$ cat config.mk
export PLATFORM = sky130hd
export DESIGN_NAME = key_value_table_core
export DESIGN_NICKNAME = d
export VERILOG_FILES = /design/src/rtl/core/kvt_pkg.sv /design/src/rtl/core/key_value_table_core.sv
export SDC_FILE = /design/constraint.sdc
export NUM_CORES = 2
export LEC_CHECK = 0
export BUFFER_PORTS_ARGS = -buffer_cell sky130_fd_sc_hd__buf_4
export CORE_ASPECT_RATIO = 1.75
export CORE_MARGIN = 5
export CORE_UTILIZATION = 28
export CTS_CLUSTER_DIAMETER = 30
export DETAILED_ROUTE_END_ITERATION = 16
export PLACE_DENSITY = 0.39
export SYNTH_ARGS = -nofsm -noshare
export SYNTH_HDL_FRONTEND = slang
export SYNTH_SLANG_ARGS = --single-unit
$ cat constraint.sdc
create_clock -name clk -period 9.8 [get_ports clk]
set_clock_uncertainty 0.05 [all_clocks]
set_input_delay 1.47 -clock clk [delete_from_list [all_inputs] [get_ports clk]]
set_output_delay 1.47 -clock clk [all_outputs]
set_load 0.01 [all_outputs]
$ cat src/rtl/core/kvt_pkg.sv
// ----------------------------------------------------------------------------
// kvt_pkg
// Shared types and constants of the key/value table core.
// ----------------------------------------------------------------------------
package kvt_pkg;

	localparam int TABLE_DEPTH = 32;
	localparam int IDX_W       = $clog2(TABLE_DEPTH);
	localparam int CNT_W       = $clog2(TABLE_DEPTH + 1);

	localparam logic [2:0] FUNC_PUT    = 3'd0;
	localparam logic [2:0] FUNC_GET    = 3'd1;
	localparam logic [2:0] FUNC_DELETE = 3'd2;
	localparam logic [2:0] FUNC_CLEAR  = 3'd3;
	localparam logic [2:0] FUNC_DUMP   = 3'd4;

	localparam logic [1:0] STATUS_OK    = 2'd0;
	localparam logic [1:0] STATUS_MISS  = 2'd1;
	localparam logic [1:0] STATUS_FULL  = 2'd2;

	typedef struct packed {
		logic [2:0]         func;
		logic signed [31:0] item_key;
		logic [31:0]        item_value;
	} req_t;

	typedef struct packed {
		logic signed [31:0] res_key;
		logic [31:0]        res_value;
		logic [1:0]         res_status;
		logic               res_last;
	} rsp_t;

	typedef struct packed {
		logic [31:0] key;
		logic [31:0] value;
	} entry_t;

	typedef enum logic [2:0] {
		ST_IDLE,
		ST_SEARCH,
		ST_TAIL,
		ST_EXEC,
		ST_DUMP_RD,
		ST_DUMP_OUT
	} state_t;

endpackage

$ cat src/rtl/core/key_value_table_core.sv
// ----------------------------------------------------------------------------
// key_value_table_core
// Linear key/value store with put, get, delete, clear and dump requests.
// ----------------------------------------------------------------------------
// One request is taken at a time; req_stall stays high until it is finished.
// Put, get and delete walk the stored entries through the single read port
// of the entry memory, one entry compared per cycle, up to the 32 of a full
// table; delete also reads the tail entry. Clear and an unused func do not
// walk the entries. Dump reads the entries in turn and gives one result per
// entry. A finished result waits in the output register while the next
// request is taken. No clearing pass is run after reset.
// ----------------------------------------------------------------------------
module key_value_table_core (
	input  logic          clk,
	input  logic          arst_n,
	input  logic          req_valid,
	output logic          req_stall,
	input  kvt_pkg::req_t req_data,
	output logic          rsp_valid,
	input  logic          rsp_stall,
	output kvt_pkg::rsp_t rsp_data
);
	import kvt_pkg::*;

	state_t            state_q, state_d;
	req_t              op_q;
	logic [CNT_W-1:0]  count_q;
	logic [CNT_W-1:0]  idx_q;
	logic [CNT_W-1:0]  idx_inc;
	logic [IDX_W-1:0]  cmp_idx_q;
	logic [IDX_W-1:0]  slot_q;
	logic [31:0]       val_q;
	logic              found_q;
	logic              rd_pend_q;
	logic              rsp_valid_q;
	rsp_t              rsp_q;

	entry_t            mem [TABLE_DEPTH];
	entry_t            rd_data_q;

	logic              accept;
	logic              out_free;
	logic              hit;
	logic              more;
	logic              full;
	logic              dump_last;

	logic              rd_en;
	logic [IDX_W-1:0]  rd_addr;
	logic              wr_en;
	logic [IDX_W-1:0]  wr_addr;
	entry_t            wr_data;
	logic              emit;
	rsp_t              emit_data;
	logic              cnt_we;
	logic [CNT_W-1:0]  cnt_d;

	assign accept    = req_valid && !req_stall;
	assign out_free  = !rsp_valid_q || !rsp_stall;
	assign hit       = rd_pend_q && (rd_data_q.key == op_q.item_key);
	assign more      = idx_q < count_q;
	assign full      = count_q == CNT_W'(TABLE_DEPTH);
	assign idx_inc   = idx_q + CNT_W'(1);
	assign dump_last = idx_inc == count_q;

	// next state
	always_comb begin
		state_d = state_q;
		unique case (state_q)
			ST_IDLE: begin
				if (accept) begin
					unique case (req_data.func) inside
						FUNC_PUT, FUNC_GET, FUNC_DELETE: state_d = ST_SEARCH;
						FUNC_CLEAR:                      state_d = ST_EXEC;
						FUNC_DUMP: begin
							state_d = (count_q == '0) ? ST_EXEC : ST_DUMP_RD;
						end
						default:                         state_d = ST_IDLE;
					endcase
				end
			end
			ST_SEARCH: begin
				if (hit) begin
					state_d = (op_q.func == FUNC_DELETE) ? ST_TAIL : ST_EXEC;
				end else if (!more) begin
					state_d = ST_EXEC;
				end
			end
			ST_TAIL:    state_d = ST_EXEC;
			ST_EXEC: begin
				if (out_free) begin
					state_d = ST_IDLE;
				end
			end
			ST_DUMP_RD: state_d = ST_DUMP_OUT;
			ST_DUMP_OUT: begin
				if (out_free) begin
					state_d = dump_last ? ST_IDLE : ST_DUMP_RD;
				end
			end
			default:    state_d = ST_IDLE;
		endcase
	end

	// outputs of the sequencer
	always_comb begin
		req_stall = 1'b1;
		rd_en     = 1'b0;
		rd_addr   = idx_q[IDX_W-1:0];
		wr_en     = 1'b0;
		wr_addr   = slot_q;
		wr_data   = '{key: op_q.item_key, value: op_q.item_value};
		emit      = 1'b0;
		emit_data = '{res_key: op_q.item_key, res_value: '0,
			res_status: STATUS_OK, res_last: 1'b1};
		cnt_we    = 1'b0;
		cnt_d     = count_q;
		unique case (state_q)
			ST_IDLE:   req_stall = 1'b0;
			ST_SEARCH: rd_en = !hit && more;
			ST_TAIL: begin
				rd_en   = 1'b1;
				rd_addr = IDX_W'(count_q - CNT_W'(1));
			end
			ST_EXEC: begin
				emit = out_free;
				case (op_q.func)
					FUNC_PUT: begin
						if (found_q) begin
							wr_en                = out_free;
							emit_data.res_value  = op_q.item_value;
						end else if (full) begin
							emit_data.res_status = STATUS_FULL;
						end else begin
							wr_en               = out_free;
							wr_addr             = count_q[IDX_W-1:0];
							cnt_we              = out_free;
							cnt_d               = count_q + CNT_W'(1);
							emit_data.res_value = op_q.item_value;
						end
					end
					FUNC_GET: begin
						if (found_q) begin
							emit_data.res_value  = val_q;
						end else begin
							emit_data.res_status = STATUS_MISS;
						end
					end
					FUNC_DELETE: begin
						if (found_q) begin
							// tail entry moves into the freed slot
							wr_en               = out_free;
							wr_data             = rd_data_q;
							cnt_we              = out_free;
							cnt_d               = count_q - CNT_W'(1);
							emit_data.res_value = val_q;
						end else begin
							emit_data.res_status = STATUS_MISS;
						end
					end
					FUNC_CLEAR: begin
						cnt_we            = out_free;
						cnt_d             = '0;
						emit_data.res_key = '0;
					end
					default: begin
						// dump of an empty table
						emit_data.res_key    = '0;
						emit_data.res_status = STATUS_MISS;
					end
				endcase
			end
			ST_DUMP_RD: rd_en = 1'b1;
			ST_DUMP_OUT: begin
				emit      = out_free;
				emit_data = '{res_key: rd_data_q.key, res_value: rd_data_q.value,
					res_status: STATUS_OK, res_last: dump_last};
			end
			default: ;
		endcase
	end

	// entry memory
	always_ff @(posedge clk) begin
		if (wr_en) begin
			mem[wr_addr] <= wr_data;
		end
		if (rd_en) begin
			rd_data_q <= mem[rd_addr];
		end
	end

	// control state
	always_ff @(posedge clk or negedge arst_n) begin
		if (!arst_n) begin
			state_q     <= ST_IDLE;
			count_q     <= '0;
			idx_q       <= '0;
			rd_pend_q   <= 1'b0;
			found_q     <= 1'b0;
			rsp_valid_q <= 1'b0;
		end else begin
			state_q <= state_d;
			if (cnt_we) begin
				count_q <= cnt_d;
			end
			if (accept) begin
				idx_q   <= '0;
				found_q <= 1'b0;
			end else if ((state_q == ST_SEARCH && rd_en)
				|| (state_q == ST_DUMP_OUT && emit)) begin
				idx_q <= idx_inc;
			end
			if (state_q == ST_SEARCH && hit) begin
				found_q <= 1'b1;
			end
			rd_pend_q <= (state_q == ST_SEARCH) && rd_en;
			if (emit) begin
				rsp_valid_q <= 1'b1;
			end else if (!rsp_stall) begin
				rsp_valid_q <= 1'b0;
			end
		end
	end

	// payload registers
	always_ff @(posedge clk) begin
		if (accept) begin
			op_q <= req_data;
		end
		if (rd_en) begin
			cmp_idx_q <= rd_addr;
		end
		if (state_q == ST_SEARCH && hit) begin
			slot_q <= cmp_idx_q;
			val_q  <= rd_data_q.value;
		end
		if (emit) begin
			rsp_q <= emit_data;
		end
	end

	assign rsp_valid = rsp_valid_q;
	assign rsp_data  = rsp_q;

`ifndef SYNTHESIS
	a_count_range: assert property (@(posedge clk) disable iff (!arst_n)
		count_q <= CNT_W'(TABLE_DEPTH))
		else $error("entry count beyond table depth");

	// a stored slot, or an append while there is room
	a_write_in_table: assert property (@(posedge clk) disable iff (!arst_n)
		wr_en |-> ({1'b0, wr_addr} < count_q) || (!found_q && !full))
		else $error("write outside stored entries");

	a_dump_in_range: assert property (@(posedge clk) disable iff (!arst_n)
		(state_q == ST_DUMP_OUT && emit) |-> more)
		else $error("dump past last entry");

	a_one_emit_exec: assert property (@(posedge clk) disable iff (!arst_n)
		(state_q == ST_EXEC && emit) |=> state_q == ST_IDLE)
		else $error("request not retired after its result");
`endif

endmodule

==> impl_metrics.tcl <==
set metrics [dict create \
    max_clock_freq_mhz 196 \
    synth_cells 4071 \
    wirelength_um 287000 \
    clkLatencyLatePin_ns 0.91 \
    initial_core_util 0.280 \
    synth-edff-count 2288 \
    finalSetupViolCount 0 \
    track_usage 0.174 \
    cp_data_required_time_ns 10.26 \
    hold_violations 0 \
    cts_tree "yes" \
    worst_path_largest_cell_delay_ns 0.72 \
    mostFrequentLayoutCell "edfxtp_1" \
    hpwl_um 153000 \
    drive_above_1_share 0.313 \
    path_class "flop to flop" \
    slew_violations 0 \
    final_core_util 0.346 \
    r2r_slack_ns 4.70 \
    grt_start_max_net_pins 117 \
    gp_congestion 0.757 \
    ys_types 56 \
    critPathBufInv 4 \
    synth_area_per_cell_um2 21.6 \
    tns_ns 0 \
    async_flop_share 0.00781 \
    clockBufferDepth 4 \
    cp_cell_sequence "inv_1, ha_1, nor4b_1, and2_1, nor4_2, buf_4, o21ai_0, nand2_1, nor2_4, buf_4, buf_4" \
    crit_top_cell "buf_4" \
    firstDrtPassIters 5 \
    power_mw 34.4 \
    syn_area_mm2 0.0878 \
    yosysWarnings 0 \
    status "finished clean" \
    max-cap-violations 0 \
    cts_setup_buffers 0 \
    vdd_drop_max_mv 0.223 \
    final_cell_mix "edfxtp_1, mux4_2, clkbuf_16, a22oi_1, buf_4" \
    hold_buffers 0 \
    core_area_mm2 0.313 \
    row_count 272 \
    ys_ff_latch 2306 \
    placed_area_mm2 0.0944 \
    period_share 0.520 \
    crit_path_end_kind "flop" \
    clk_pin_slew_ns 0.05 \
    worstPathMaxFanout 26 \
    cts-buffers-inserted 412 \
    hold_class "flop to flop" \
    pwr_density_cell_mw_per_mm2 317 \
    pin_count 140 \
    grt_overflow 0 \
    rsz0062_at_grt "no" \
    ant_nets 0 \
    die_h_um 751 \
    synth_flop_cell "edfxtp_1" \
    relSlewSlack 0.159 \
    vias 44655 \
    cp_top_family "simple AND/OR/NAND/NOR gates" \
    first_global_vias 48081 \
    syn-num-nets 4151 \
    cts-root-buf "clkbuf_16" \
    period_minus_slack_ns 5.10 \
    io_buffer_count 139 \
    dieArea_mm2 0.325 \
    cts_resized 0 \
    design_area_mm2 0.108 \
    finalNetCount 4613 \
    cp_slowest_cell "nor2_4" \
    die_w_um 433 \
    wl_per_cell_um 31.9 \
    drt_iter0_markers 3421 \
    grt_pass1_wl_um 396000 \
    yosysSeqAreaShare 0.788 \
    p_leak_nw 34.4 \
    critPathArrivalTime_ns 5.55 \
    antenna_found_initial 11 \
    area_growth_pct 23.3 \
    whs_ns 0.370 \
    tightest_slew_ns 1.26 \
    critPathLaunchType "flop" \
    clock-sinks 2306 \
    viasPerCell 4.97 \
    drc_errors 0 \
    cts_max_level 5 \
]
==> power breakdown <==
| group | switching, mW | total (mW) | internal, mW |
|---|---|---|---|
| sequential | 0.397 | 12.2 | 11.8 |
| clock | 5.17 | 14.3 | 9.10 |
| combinational | 4.86 | 7.92 | 3.05 |
==> worst reg2reg max path, stage by stage (launching register included) <==
cell,delay [ns]
dfrtp_1,0.44
inv_1,0.22
ha_1,0.32
nor4b_1,0.47
and2_1,0.24
nor4_2,0.06
buf_4,0.21
o21ai_0,0.34
nand2_1,0.32
nor2_4,0.72
buf_4,0.67
buf_4,0.64
==> synth_stat cells, drive strengths merged, types with 4 or more instances <==
cell / instances / share of area
nor3: 11 / 0.00063
a32oi: 16 / 0.0016
nand2b: 5 / 0.00036
a22oi: 268 / 0.023
dfrtp: 18 / 0.0051
mux4: 464 / 0.12
a31oi: 12 / 0.00086
a22o: 33 / 0.0033
nor2: 64 / 0.0027
mux2i: 37 / 0.0042
o2111ai: 4 / 0.00040
and3: 16 / 0.0011
buf: 132 / 0.0087
clkbuf: 90 / 0.0038
nand4: 69 / 0.0049
nand3: 45 / 0.0026
ha: 9 / 0.0013
edfxtp: 2288 / 0.78
xnor2: 11 / 0.0011
mux2: 66 / 0.0085
a21oi: 14 / 0.00080
a311oi: 12 / 0.0012
nor3b: 6 / 0.00051
inv: 16 / 0.00068
xor2: 32 / 0.0032
nor2b: 4 / 0.00028
a221oi: 8 / 0.00080
o31ai: 6 / 0.00051
nand2: 206 / 0.0088
o21ai: 59 / 0.0034
nor4: 18 / 0.0014
and2: 9 / 0.00064
==> flip-flops by register name, indices dropped and copies added (netlist names) <==
signal	cells
cmp_idx_q	5
rsp_valid	1
found_q	1
mem	2048
rsp_data	67
val_q	32
idx_q	6
rd_pend_q	1
rd_data_q	64
slot_q	5
op_q	67
count_q	6
state_q	3
==> cell type report <==
class | instances | area (µm²)
Timing Repair Buffer | 270 | 2140
Sequential cell | 2306 | 69200
Antenna cell | 1 | 2.50
Multi-Input combinational cell | 1527 | 17900
Fill cell | 29354 | 205000
Clock buffer | 449 | 10600
Inverter | 16 | 65.1
Clock inverter | 311 | 3340
Tap cell | 4110 | 5140
==> cell families after synthesis <==
logic type | Yosys count | synth area share
AND/OR/NAND/NOR | 462 | 0.0247
buffers and inverters | 238 | 0.0132
adder cells (fa/ha/maj) | 9 | 0.00128
XOR/XNOR | 43 | 0.00429
AO/OA/AOI/OAI | 446 | 0.0370
flip-flops | 2306 | 0.788
multiplexers | 567 | 0.132
==> layer usage <==
layer / vias up / part of all wire / GRT usage
li1: 18312 / - / -
met1: 24671 / 0.40 / 0.217
met2: 1269 / 0.53 / 0.317
met3: 403 / 0.043 / 0.0244
met4: 0 / 0.023 / 0.0435
met5: - / 0 / 0
==> worst paths after layout <==
path,start,end,cells past startpoint
max,count_q[0],mem[5][14],11
min,cmp_idx_q[3],slot_q[3],0
max reg2reg,count_q[0],mem[5][14],11
min reg2reg,cmp_idx_q[3],slot_q[3],0
max in group asynchronous,arst_n,idx_q[0],1
min in group asynchronous,arst_n,count_q[2],1
==> through the flow <==
stage               std cells  setup slack (ns)
floorplan                4071              2.41
detailed placement       8229              4.43
finish                   8990              4.70
global placement         8229              4.46
global route             8990              4.41
CTS                      8989              4.63
Power figures use the tool's default switching activity.
